### config.mk
export PLATFORM = sky130hd
export DESIGN_NAME = c_source_token_scanner_top
export DESIGN_NICKNAME = d
export VERILOG_FILES = /design/src/rtl/core/ctsc_pkg.sv /design/src/rtl/core/c_source_token_scanner_top.sv /design/src/rtl/core/ctsc_step.sv /design/src/rtl/core/ctsc_fifo.sv
export VERILOG_INCLUDE_DIRS = /design/src /design/src/rtl/core
export SDC_FILE = /design/constraint.sdc
export NUM_CORES = 1
export LEC_CHECK = 0
export ABC_AREA = 0
export BUFFER_PORTS_ARGS = -buffer_cell sky130_fd_sc_hd__buf_2
export CAP_MARGIN = 20
export CELL_PAD_IN_SITES_DETAIL_PLACEMENT = 1
export CELL_PAD_IN_SITES_GLOBAL_PLACEMENT = 2
export CORE_MARGIN = 1.5
export CORE_UTILIZATION = 35
export CTS_CLUSTER_SIZE = 25
export DETAILED_ROUTE_END_ITERATION = 8
export GPL_TIMING_DRIVEN = 1
export PLACE_DENSITY_LB_ADDON = 0.1
export SLEW_MARGIN = 20
export SYNTH_ARGS = -nofsm -noshare
export SYNTH_HDL_FRONTEND = slang
export SYNTH_HIERARCHICAL = 1
export SYNTH_SLANG_ARGS = --single-unit
### constraint.sdc
create_clock -name clock -period 5.75 [get_ports clock]
set_clock_uncertainty 0.1 [all_clocks]
set_input_delay 1.15 -clock clock [delete_from_list [all_inputs] [get_ports clock]]
set_output_delay 1.15 -clock clock [all_outputs]
set_load 0.02 [all_outputs]
### src/rtl/core/assert_macros.svh
// Assertion macros shared by the token scanner RTL.
`ifndef ASSERT_MACROS_SVH
`define ASSERT_MACROS_SVH

// Hold a condition at every clock edge outside reset.
`define ASSERT_ALWAYS(label, clk, rst, cond, msg) \
   label: assert property (@(posedge clk) disable iff (rst) (cond)) \
      else $error(msg);

// Same-cycle implication.
`define ASSERT_IMPLIES(label, clk, rst, ante, cons, msg) \
   label: assert property (@(posedge clk) disable iff (rst) (ante) |-> (cons)) \
      else $error(msg);

// Next-cycle implication.
`define ASSERT_NEXT(label, clk, rst, ante, cons, msg) \
   label: assert property (@(posedge clk) disable iff (rst) (ante) |=> (cons)) \
      else $error(msg);

`endif

### src/rtl/core/ctsc_pkg.sv
// Types, constants and character classes for the C source token scanner.
package ctsc_pkg;

   localparam logic [7:0] CH_HASH   = 8'h23;
   localparam logic [7:0] CH_SLASH  = 8'h2F;
   localparam logic [7:0] CH_STAR   = 8'h2A;
   localparam logic [7:0] CH_BSLASH = 8'h5C;
   localparam logic [7:0] CH_QUOTE  = 8'h22;
   localparam logic [7:0] CH_USCORE = 8'h5F;

   localparam logic [7:0] MAX_LEN_RESET = 8'd99;
   localparam logic [7:0] MIN_LEN       = 8'd2;

   localparam int RSP_DEPTH_DEFAULT = 4;

   typedef enum logic [2:0] {
      MODE_IDLE    = 3'd0,
      MODE_WORD    = 3'd1,
      MODE_PRE     = 3'd2,
      MODE_STR     = 3'd3,
      MODE_STR_ESC = 3'd4,
      MODE_COMMENT = 3'd5,
      MODE_SLASH   = 3'd6,
      MODE_SKIP    = 3'd7
   } mode_type;

   typedef enum logic [1:0] {
      KIND_WORD    = 2'd0,
      KIND_STRING  = 2'd1,
      KIND_COMMENT = 2'd2,
      KIND_PRE     = 2'd3
   } kind_type;

   typedef struct packed {
      kind_type    kind;
      logic [7:0]  chr;
      logic        chr_valid;
      logic        tok_end;
      logic        unterm;
   } rsp_beat_type;

   // Results of one input beat, handed from the scanner to the result queue.
   typedef struct packed {
      logic [1:0]   count;
      rsp_beat_type beat0;
      rsp_beat_type beat1;
   } push_type;

   function automatic logic is_letter(input logic [7:0] c);
      return ((c >= 8'h61) && (c <= 8'h7A)) || ((c >= 8'h41) && (c <= 8'h5A));
   endfunction

   function automatic logic is_word_char(input logic [7:0] c);
      return is_letter(c) || ((c >= 8'h30) && (c <= 8'h39)) || (c == CH_USCORE);
   endfunction

   function automatic logic in_token(input mode_type m);
      return (m >= MODE_WORD) && (m <= MODE_COMMENT);
   endfunction

   function automatic kind_type mode_kind(input mode_type m);
      kind_type k;
      case (m)
         MODE_PRE:                   k = KIND_PRE;
         MODE_STR, MODE_STR_ESC:     k = KIND_STRING;
         MODE_COMMENT:               k = KIND_COMMENT;
         default:                    k = KIND_WORD;
      endcase
      return k;
   endfunction

endpackage

### src/rtl/core/c_source_token_scanner_top.sv
// Top level of the C source token scanner: scanner step plus result queue.
//
//   channel  dir  payload
//   req_     in   tdata = ch[7:0], tuser = end_of_text
//   rsp_     out  tdata = char_out, tuser = kind/char_valid/unterminated, tlast = token_end
//   csr_     in   csr_wdata = max_token_len, written when csr_we is high
//
// One character beat is accepted per clock while the queue has room; the scanner state
// updates in the same cycle and its results (zero, one or two beats) land in the queue.
// With both sides ready, a character giving one result sustains one beat per clock; a
// two-result character (token close plus rescan, slash-star, closing quote or star-slash)
// adds an extra beat that the queue of RSP_DEPTH entries absorbs.
// req_tready drops only when the queue has fewer than two free entries; rsp_tready
// stalls do not disturb the scanner state. Reset is synchronous and clears the
// scanner state, the queue pointers and restores max_token_len to 99.
module c_source_token_scanner_top #(
   parameter int RSP_DEPTH = ctsc_pkg::RSP_DEPTH_DEFAULT
) (
   input  logic       clock,
   input  logic       reset,
   input  logic       req_tvalid,
   output logic       req_tready,
   input  logic [7:0] req_tdata,   // [7:0] ch
   input  logic [0:0] req_tuser,   // [0] end_of_text
   output logic       rsp_tvalid,
   input  logic       rsp_tready,
   output logic [7:0] rsp_tdata,   // [7:0] char_out
   output logic [3:0] rsp_tuser,   // [1:0] token_kind, [2] char_valid, [3] unterminated
   output logic       rsp_tlast,   // token_end
   input  logic       csr_we,
   input  logic [7:0] csr_wdata    // max_token_len
);
   import ctsc_pkg::*;

   push_type     push;
   rsp_beat_type head;
   logic         accept;

   // Take a beat only while the queue can hold both possible results.
   assign accept = req_tvalid && req_tready;

   ctsc_step u_step (
      .clock       (clock),
      .reset       (reset),
      .accept      (accept),
      .ch          (req_tdata),
      .end_of_text (req_tuser[0]),
      .csr_we      (csr_we),
      .csr_wdata   (csr_wdata),
      .push        (push)
   );

   ctsc_fifo #(
      .DEPTH (RSP_DEPTH)
   ) u_fifo (
      .clock     (clock),
      .reset     (reset),
      .push      (push),
      .has_room  (req_tready),
      .out_valid (rsp_tvalid),
      .out_ready (rsp_tready),
      .out_beat  (head)
   );

   // Unpack the head of the queue onto the result beat.
   assign rsp_tdata = head.chr;
   assign rsp_tuser = {head.unterm, head.chr_valid, head.kind};
   assign rsp_tlast = head.tok_end;

endmodule

### src/rtl/core/ctsc_step.sv
// Scanner state, length register and the single-pass step logic.
`include "assert_macros.svh"

module ctsc_step (
   input  logic              clock,
   input  logic              reset,
   input  logic              accept,
   input  logic [7:0]        ch,
   input  logic              end_of_text,
   input  logic              csr_we,
   input  logic [7:0]        csr_wdata,
   output ctsc_pkg::push_type push
);
   import ctsc_pkg::*;

   typedef struct packed {
      mode_type     mode;
      logic [7:0]   len;
      logic         star;
      logic [1:0]   count;
      rsp_beat_type beat0;
      rsp_beat_type beat1;
   } step_type;

   mode_type   mode_ff, mode_in;
   logic [7:0] len_ff, len_in;
   logic       star_ff, star_in;
   logic [7:0] max_len_ff, max_len_in;
   logic [7:0] limit;
   step_type   step_w;

   function automatic rsp_beat_type mk_char(input kind_type k, input logic [7:0] c);
      rsp_beat_type b;
      b.kind = k; b.chr = c; b.chr_valid = 1'b1; b.tok_end = 1'b0; b.unterm = 1'b0;
      return b;
   endfunction

   function automatic rsp_beat_type mk_end(input kind_type k, input logic u);
      rsp_beat_type b;
      b.kind = k; b.chr = 8'h00; b.chr_valid = 1'b0; b.tok_end = 1'b1; b.unterm = u;
      return b;
   endfunction

   function automatic step_type scan_step(input mode_type m, input logic [7:0] l,
                                          input logic s, input logic [7:0] lim,
                                          input logic [7:0] c, input logic eot);
      step_type     r;
      rsp_beat_type res [2];
      logic [1:0]   n;
      logic         rescan;
      r.mode = m; r.len = l; r.star = s;
      n = 2'd0;
      rescan = 1'b0;
      res[0] = '0;
      res[1] = '0;
      // Cut a token that has reached the limit.
      if (in_token(r.mode) && (r.len >= lim)) begin
         res[n[0]] = mk_end(mode_kind(r.mode), 1'b0);
         n = n + 2'd1;
         r.mode = MODE_IDLE; r.len = 8'd0; r.star = 1'b0;
      end
      if (eot) begin
         if (in_token(r.mode)) begin
            res[n[0]] = mk_end(mode_kind(r.mode),
                               !((r.mode == MODE_WORD) || (r.mode == MODE_PRE)));
            n = n + 2'd1;
         end
         r.mode = MODE_IDLE; r.len = 8'd0; r.star = 1'b0;
      end else begin
         case (r.mode)
            MODE_WORD, MODE_PRE: begin
               if (is_word_char(c)) begin
                  res[n[0]] = mk_char(mode_kind(r.mode), c);
                  n = n + 2'd1; r.len = r.len + 8'd1;
               end else begin
                  res[n[0]] = mk_end(mode_kind(r.mode), 1'b0);
                  n = n + 2'd1;
                  r.mode = MODE_IDLE; r.len = 8'd0; r.star = 1'b0;
                  rescan = 1'b1;
               end
            end
            MODE_STR: begin
               res[n[0]] = mk_char(KIND_STRING, c);
               n = n + 2'd1; r.len = r.len + 8'd1;
               if (c == CH_QUOTE) begin
                  res[n[0]] = mk_end(KIND_STRING, 1'b0);
                  n = n + 2'd1;
                  r.mode = MODE_IDLE; r.len = 8'd0; r.star = 1'b0;
               end else if (c == CH_BSLASH) begin
                  r.mode = MODE_STR_ESC;
               end
            end
            MODE_STR_ESC: begin
               res[n[0]] = mk_char(KIND_STRING, c);
               n = n + 2'd1; r.len = r.len + 8'd1;
               r.mode = MODE_STR;
            end
            MODE_COMMENT: begin
               res[n[0]] = mk_char(KIND_COMMENT, c);
               n = n + 2'd1; r.len = r.len + 8'd1;
               if ((c == CH_SLASH) && r.star) begin
                  res[n[0]] = mk_end(KIND_COMMENT, 1'b0);
                  n = n + 2'd1;
                  r.mode = MODE_IDLE; r.len = 8'd0; r.star = 1'b0;
               end else begin
                  r.star = (c == CH_STAR);
               end
            end
            MODE_SLASH: begin
               if (c == CH_STAR) begin
                  r.mode = MODE_COMMENT; r.star = 1'b0;
                  res[0] = mk_char(KIND_COMMENT, CH_SLASH);
                  res[1] = mk_char(KIND_COMMENT, CH_STAR);
                  n = 2'd2; r.len = 8'd2;
               end else begin
                  rescan = 1'b1;
               end
            end
            MODE_SKIP: begin
               r.mode = MODE_IDLE;
            end
            default: begin
               rescan = 1'b1;
            end
         endcase
         // Scan the character anew from idle.
         if (rescan) begin
            r.len = 8'd0; r.star = 1'b0;
            if (is_letter(c) || (c == CH_USCORE)) begin
               r.mode = MODE_WORD;
               res[n[0]] = mk_char(KIND_WORD, c);
               n = n + 2'd1; r.len = 8'd1;
            end else if (c == CH_HASH) begin
               r.mode = MODE_PRE;
               res[n[0]] = mk_char(KIND_PRE, c);
               n = n + 2'd1; r.len = 8'd1;
            end else if (c == CH_QUOTE) begin
               r.mode = MODE_STR;
               res[n[0]] = mk_char(KIND_STRING, c);
               n = n + 2'd1; r.len = 8'd1;
            end else if (c == CH_SLASH) begin
               r.mode = MODE_SLASH;
            end else if (c == CH_BSLASH) begin
               r.mode = MODE_SKIP;
            end else begin
               r.mode = MODE_IDLE;
            end
         end
      end
      r.count = n;
      r.beat0 = res[0];
      r.beat1 = res[1];
      return r;
   endfunction

   assign limit  = (max_len_ff < MIN_LEN) ? MIN_LEN : max_len_ff;
   assign step_w = scan_step(mode_ff, len_ff, star_ff, limit, ch, end_of_text);

   // Next state: the scanner advances only on an accepted beat; max_len takes csr_wdata on csr_we.
   always_comb begin
      mode_in    = mode_ff;
      len_in     = len_ff;
      star_in    = star_ff;
      max_len_in = csr_we ? csr_wdata : max_len_ff;
      if (accept) begin
         mode_in = step_w.mode;
         len_in  = step_w.len;
         star_in = step_w.star;
      end
   end

   // Outputs: results of the accepted beat.
   always_comb begin
      push.count = accept ? step_w.count : 2'd0;
      push.beat0 = step_w.beat0;
      push.beat1 = step_w.beat1;
   end

   always_ff @(posedge clock) begin
      if (reset) begin
         mode_ff    <= MODE_IDLE;
         len_ff     <= 8'd0;
         star_ff    <= 1'b0;
         max_len_ff <= MAX_LEN_RESET;
      end else begin
         mode_ff    <= mode_in;
         len_ff     <= len_in;
         star_ff    <= star_in;
         max_len_ff <= max_len_in;
      end
   end

   `ASSERT_IMPLIES(a_len_idle, clock, reset, !in_token(mode_ff), len_ff == 8'd0, "length outside token")
   `ASSERT_IMPLIES(a_star_comment, clock, reset, star_ff, mode_ff == MODE_COMMENT, "star flag outside comment")
   `ASSERT_ALWAYS(a_push_count, clock, reset, push.count != 2'd3, "more than two results")

endmodule

### src/rtl/core/ctsc_fifo.sv
// Result queue: takes up to two beats per cycle, delivers one while out_ready is high.
`include "assert_macros.svh"

module ctsc_fifo #(
   parameter int DEPTH = ctsc_pkg::RSP_DEPTH_DEFAULT
) (
   input  logic                   clock,
   input  logic                   reset,
   input  ctsc_pkg::push_type     push,
   output logic                   has_room,
   output logic                   out_valid,
   input  logic                   out_ready,
   output ctsc_pkg::rsp_beat_type out_beat
);
   import ctsc_pkg::*;

   localparam int AW = (DEPTH > 1) ? $clog2(DEPTH) : 1;
   localparam int CW = $clog2(DEPTH + 1);
   localparam logic [AW-1:0] LAST = AW'(DEPTH - 1);
   localparam logic [CW-1:0] ROOM = CW'(DEPTH - 2);

   rsp_beat_type  mem_ff [DEPTH];
   logic [AW-1:0] wr_ptr_ff, wr_ptr_in, rd_ptr_ff, rd_ptr_in, wr_ptr_nx;
   logic [CW-1:0] count_ff, count_in;
   logic          pop;

   function automatic logic [AW-1:0] wrap_inc(input logic [AW-1:0] p);
      return (p == LAST) ? '0 : p + 1'b1;
   endfunction

   assign has_room  = (count_ff <= ROOM);
   assign out_valid = (count_ff != '0);
   assign out_beat  = mem_ff[rd_ptr_ff];
   assign pop       = out_valid && out_ready;
   assign wr_ptr_nx = wrap_inc(wr_ptr_ff);

   always_comb begin
      rd_ptr_in = pop ? wrap_inc(rd_ptr_ff) : rd_ptr_ff;
      case (push.count)
         2'd1:    wr_ptr_in = wr_ptr_nx;
         2'd2:    wr_ptr_in = wrap_inc(wr_ptr_nx);
         default: wr_ptr_in = wr_ptr_ff;
      endcase
      count_in = count_ff + CW'(push.count) - CW'(pop);
   end

   always_ff @(posedge clock) begin
      if (push.count != 2'd0) begin
         mem_ff[wr_ptr_ff] <= push.beat0;
      end
      if (push.count == 2'd2) begin
         mem_ff[wr_ptr_nx] <= push.beat1;
      end
   end

   always_ff @(posedge clock) begin
      if (reset) begin
         wr_ptr_ff <= '0;
         rd_ptr_ff <= '0;
         count_ff  <= '0;
      end else begin
         wr_ptr_ff <= wr_ptr_in;
         rd_ptr_ff <= rd_ptr_in;
         count_ff  <= count_in;
      end
   end

   `ASSERT_ALWAYS(a_no_overflow, clock, reset, count_ff <= CW'(DEPTH), "queue overflow")
   `ASSERT_IMPLIES(a_push_fits, clock, reset, push.count != 2'd0, CW'(push.count) <= CW'(DEPTH) - count_ff, "push without room")
   `ASSERT_NEXT(a_pop_only, clock, reset, pop && (push.count == 2'd0), count_ff == $past(count_ff) - 1'b1, "pop miscounted")

endmodule

==> impl_metrics.tcl, run 1 <==
set metrics [dict create \
    status "complete, no violations" \
    worstSetupPathType "reg -> reg" \
    cts_tree "done" \
    core_region_area_sq_um 15400 \
    gp_congestion 0.790 \
    syn_avg_cell_area_sq_um 10.5 \
    num-nets-final 590 \
    grt_usage 0.184 \
    path_max_fanout 14 \
    reg2reg_depth 19 \
    die_w_um 129 \
    dpl_cell_area_sq_um 5760 \
    ios 37 \
    min_delay_path_depth 2 \
    ctsResizeCount 0 \
    min_period_ps 5290 \
    setup_viol 0 \
    regArea_sq_um 2140 \
    p_leak_uw 0.00233 \
    slowest_stage "a2111oi_4" \
    multi_input_area_sq_um 2980 \
    synth_cell_types 74 \
    rr_endpoint "u_fifo/mem_ff[3][3]" \
    fin_cells 755 \
    drt-initial-drc-count 173 \
    synth_edf_count 52 \
    r2r_start "u_step/max_len_ff[4]" \
    worstHoldStart "u_step/max_len_ff[0]" \
    synthTopCellsByCount "52 x edfxtp_1, 52 x mux2_2, 46 x nand2_1" \
    relSlewSlack 0.447 \
    grt_pass1_wl_um 23500 \
    areaGrowthSynthToFinish_pct 8.13 \
    synth_top_area_frac 0.280 \
    crit_path_frequent_cell "ha_1" \
    hold_buffers 0 \
    ir_worst_vdd_v 0.000113 \
    viasPerCell 5.23 \
    finalHoldWorstSlack_ps 400 \
    required_ps 5680 \
    synthCells 528 \
    dp_cells 739 \
    synth.area.top_cells "edfxtp_1 28%, mux2_2 11%, dfxtp_1 10%" \
    synth_area_sq_um 5570 \
    final_area_sq_um 6020 \
    insertion_delay_ps 340 \
    cp.depth 19 \
    fmax_mhz 189 \
    cap_violations 0 \
    power_density_nw_per_um2 270 \
    crit_family "simple AND/OR/NAND/NOR gates" \
    dieArea_sq_um 16700 \
    grt_pass1_vias 4178 \
    ant_nets 0 \
    vias 3952 \
    period_share 0.920 \
    port_buffers 36 \
    cts_max_level 3 \
    synth_warnings 6 \
    drv_slew 0 \
    crit_chain "nor2_1, nand3_1, o21a_1, ha_1, nand2b_4, a2111oi_4, o21ai_1, nand2_1, nand2b_1, ha_1, and3_1, o211ai_1, o2111ai_2, or2_1, a31oi_1, ha_1, nand2_1, o21ai_1, buf_4" \
    cts_setup_buffers 0 \
    fill_cells 1734 \
    post-dp-hpwl_um 11300 \
    routedWlPerCell_um 19.1 \
    wirelength_um 14400 \
    min_to "u_step/max_len_ff[0]" \
    cp_num_buf_inv 1 \
    finalHoldViolations 0 \
    synth_top_area_cell "edfxtp_1" \
    synth-seq-area-share 0.385 \
    overflow 0 \
    crit_arrival_ps 5220 \
    path_clk_slew_ps 60 \
    cpPeakStageDelay_ps 430 \
    grt_max_degree 20 \
    numCtsBuffers 9 \
    firstDrtPassIters 4 \
    finalCoreUtilization 0.392 \
    finalPower_uw 1630 \
    end_kind "flip-flop" \
    r2r_slack_ps 460 \
    diodes 0 \
    antenna_found_initial 0 \
    cts-root-buf "clkbuf_16" \
    rows 45 \
    cts-root-to-sink-buffers 2 \
    synthFlopType "edfxtp_1" \
    synth-seq-cells 81 \
    async_reset_ff_frac 0 \
    rsz0062_at_grt "true" \
    die_y_um 129 \
    clock_sinks 81 \
    hp-class "reg -> reg" \
    drc 0 \
    worstSetupStartpointType "flip-flop" \
    drive_above_1_share 0.256 \
    initial_utilization 0.362 \
    worst_pin_slew_ps 828 \
]
-- cell type report --
class                      instances  area share
multi-input combinational        368       0.494
sequential                        81       0.356
tap                              211      0.0438
timing repair buffer              46      0.0424
clock buffer                      12      0.0393
inverter                          33      0.0206
clock inverter                     4     0.00395
-- per-layer routing --
metal / track usage / vias up / routed length, um
li1: - / 1946 / -
met1: 0.242 / 1943 / 6840
met2: 0.312 / 45 / 7030
met3: 0.0248 / 18 / 311
met4: 0.0615 / 0 / 253
met5: 0 / - / 0
-- sequential cells by signal, summed over array words and instances (netlist names), named ones only --
| register | flops |
|---|---|
| u_fifo/count_ff | 3 |
| u_fifo/mem_ff | 52 |
| u_fifo/rd_ptr_ff | 2 |
| u_fifo/wr_ptr_ff | 2 |
| u_step/len_ff | 8 |
| u_step/max_len_ff | 8 |
| u_step/mode_ff | 3 |
| u_step/star_ff | 1 |
-- layout by cell type (no fill, tap or decap), types with 3 or more instances in the layout --
cell type,instances
mux2_2,52
edfxtp_1,52
nand2_1,46
buf_2,36
inv_1,33
nor2_1,32
dfxtp_1,29
ha_1,28
a21oi_1,23
o21ai_0,15
and2_1,14
mux4_2,13
nor3_1,11
buf_4,10
nand3_1,10
clkbuf_16,9
mux2i_1,8
o211ai_1,8
o31ai_1,7
o21ai_1,6
nand2b_1,6
or3_1,5
nor2b_1,5
o21a_1,5
and3_1,5
a31oi_1,4
nand4_1,4
clkbuf_1,3
a211oi_1,3
or2_2,3
a22oi_1,3
-- power breakdown --
group / switching (uW) / internal [uW] / leakage [uW]
combinational: 211 / 169 / 0.00148
clock: 236 / 291 / 0.000120
sequential: 47.4 / 671 / 0.000735
-- metrics by stage --
step	setup WS [ps]	setup TNS [ps]
detailed placement	472	0
global route	-8.47	-107
finish	462	0
global placement	650	0
CTS	421	0
floorplan	685	0
-- tightest hold or removal path: stages, from the launching register on --
cell and delay [ps]:
dfxtp_1 340, mux2i_1 70, nand2_1 60
-- how the worst max path moves through the flow --
| stage | slack [ps] | endpoint | startpoint |
|---|---|---|---|
| after floorplan | 690 | u_fifo/mem_ff[0][0] | u_step/max_len_ff[2] |
| after global placement | 650 | u_fifo/mem_ff[0][9] | u_step/max_len_ff[4] |
| after detailed placement | 470 | u_fifo/mem_ff[0][7] | u_step/max_len_ff[4] |
| after CTS | 420 | u_fifo/mem_ff[3][8] | u_step/max_len_ff[4] |
| after global routing | -8 | u_fifo/mem_ff[0][3] | u_step/max_len_ff[4] |
| final | 460 | u_fifo/mem_ff[3][3] | u_step/max_len_ff[4] |
-- logic make-up after synthesis --
family / count (synthesis) / synth area share
multiplexers: 73 / 0.172
AO/OA/AOI/OAI: 104 / 0.138
other: 1 / 0.000674
flip-flops: 81 / 0.385
XOR/XNOR: 4 / 0.00629
buffers and inverters: 80 / 0.0816
adder cells (fa/ha/maj): 30 / 0.0683
AND/OR/NAND/NOR: 155 / 0.148
(Power assumes the default switching activity.)
==> inputs of run 2 (changes only) <==
Settings changed: CELL_PAD_IN_SITES_GLOBAL_PLACEMENT 2 to 1.
==> run 2 against run 1 <==
Clock power is 11% higher. Non-clock buffer count fell by 1. Design area rose by 0.50%. Cell count down 0.13%. Flip-flop and latch count did not move. Sequential power about the same. Via count is 0.73% lower. Global-route usage down 0.54 points. Utilization is 0.20 points higher. Count of clock-buffer cells in the layout shrank 3. Routed wire length shrank 3.9%. Worst setup slack gained 36 ps.
==> impl_metrics.tcl, run 2 (synthesized netlist as in run 1, its figures left out) <==
set metrics [dict create \
    status "complete, no violations" \
    min_period_ps 5250 \
    antenna_found_initial 0 \
    vias 3923 \
    cts_setup_buffers 0 \
    rows 45 \
    ios 37 \
    power_density_nw_per_um2 278 \
    p_clk_frac 0.347 \
    ir_worst_vdd_v 0.000144 \
    port_buffers 36 \
    end_kind "flip-flop" \
    required_ps 5690 \
    crit_arrival_ps 5190 \
    combPwrFrac 0.225 \
    p_leak_uw 0.00235 \
    period_share 0.913 \
    grt_max_degree 20 \
    overflow 0 \
    hp-class "reg -> reg" \
    path_max_fanout 14 \
    gp_congestion 0.812 \
    wirelength_um 13900 \
    areaGrowthSynthToFinish_pct 8.67 \
    worst_pin_slew_ps 844 \
    fmax_mhz 190 \
    finalHoldViolations 0 \
    pre_cts_slack_ps 435 \
    setup_slack_ps 498 \
    cts_tree "done" \
    post-dp-hpwl_um 10700 \
    relSlewSlack 0.437 \
    regMostFlops "u_fifo/mem_ff" \
    path_clk_slew_ps 60 \
    worstSetupStartpointType "flip-flop" \
    setup_viol 0 \
    cts_max_level 3 \
    rsz0062_at_grt "true" \
    cts-root-to-sink-buffers 2 \
    seqPwrFrac 0.428 \
    cts-root-buf "clkbuf_16" \
    switchingPower_uw 505 \
    clock_sinks 81 \
    num-nets-final 589 \
    ant_nets 0 \
    switching_share 0.301 \
    die_y_um 129 \
    cell_internal_pwr_uw 1170 \
    worstSetupPathType "reg -> reg" \
    largestRegisters "u_fifo/mem_ff x52, u_step/len_ff x8, u_step/max_len_ff x8" \
    drt-initial-drc-count 270 \
    diodes 0 \
    ctsResizeCount 0 \
    firstDrtPassIters 4 \
    drive_above_1_share 0.262 \
    drv_slew 0 \
    grt_pass1_wl_um 22800 \
    largest_reg_flops 52 \
    die_w_um 129 \
    numCtsBuffers 9 \
    viasPerCell 5.20 \
    grt_usage 0.178 \
    routedWlPerCell_um 18.4 \
    insertion_delay_ps 350 \
    drc 0 \
    finalHoldWorstSlack_ps 397 \
    grt_pass1_vias 4172 \
    dieArea_sq_um 16700 \
    hold_buffers 0 \
    cap_violations 0 \
    initial_utilization 0.362 \
    core_region_area_sq_um 15400 \
    layout_common_cells "52 x mux2_2, 52 x edfxtp_1, 45 x nand2_1" \
]
[run 2: cell count changes in the layout (fill, tap and decap cells not counted), sizes merged]
| cell | previous run | this run |
|---|---|---|
| clkbuf | 12 | 9 |
| clkinvlp | 2 | 3 |
| bufinv | 0 | 1 |
| inv | 33 | 34 |
| buf | 46 | 45 |
[run 2: metal layers]
metal,up-vias,wire [um],share of wire,GRT usage
li1,1938,-,-,-
met4,0,204,0.015,0.0588
met5,-,0,0,0
met3,14,310,0.022,0.0334
met2,35,6720,0.48,0.298
met1,1936,6630,0.48,0.233
[run 2: through the flow]
step	power, uW	TNS [ps]	util	cells	cell area, sq um
4_1_cts	1710	0	0.393	754	6050
2_1_floorplan	1010	0	-	529	5570
5_1_grt	1770	-26.3	0.394	754	6050
3_5_place_dp	1120	0	0.374	738	5750
6_report	1680	0	0.394	754	6050
3_3_place_gp	1110	0	0.374	738	5750
[run 2: critical path, cell delays in order (launching register included)]
cell,delay (ps)
dfxtp_1,320
nor2_1,180
nand3_1,100
o21a_1,180
ha_1,270
nand2b_4,140
a2111oi_4,410
o21ai_1,150
nand2_1,330
nand2b_1,140
ha_1,280
and3_1,180
o211ai_1,100
o2111ai_2,300
or2_1,330
a31oi_1,230
ha_1,350
nand2_1,420
o21ai_1,200
buf_4,250
[run 2: layout make-up]
type / instances / area, sq um
Tap cell: 211 / 264
Fill cell: 1717 / 9320
Multi-Input combinational cell: 368 / 2980
Clock buffer: 9 / 225
Clock inverter: 7 / 70.1
Timing Repair Buffer: 45 / 248
Sequential cell: 81 / 2140
Inverter: 33 / 124
[run 2: path summary, 6_finish.rpt]
check             cells past startpoint  slack [ps]            startpoint                   end
setup / recovery                     19         500  u_step/max_len_ff[4]   u_fifo/mem_ff[1][6]
hold / removal                        2         400  u_step/max_len_ff[0]  u_step/max_len_ff[0]
setup reg to reg                     19         500  u_step/max_len_ff[4]   u_fifo/mem_ff[1][6]
hold reg to reg                       2         400  u_step/max_len_ff[0]  u_step/max_len_ff[0]
[run 2: power by group through the flow]
| stage | Sequential, uW | Combinational, uW | Clock, uW |
|---|---|---|---|
| detailed placement | 734 | 383 | 0 |
| global placement | 730 | 375 | 0 |
| finish | 719 | 378 | 583 |
| CTS | 721 | 385 | 600 |
| global route | 729 | 416 | 626 |
| floorplan | 706 | 305 | 0 |
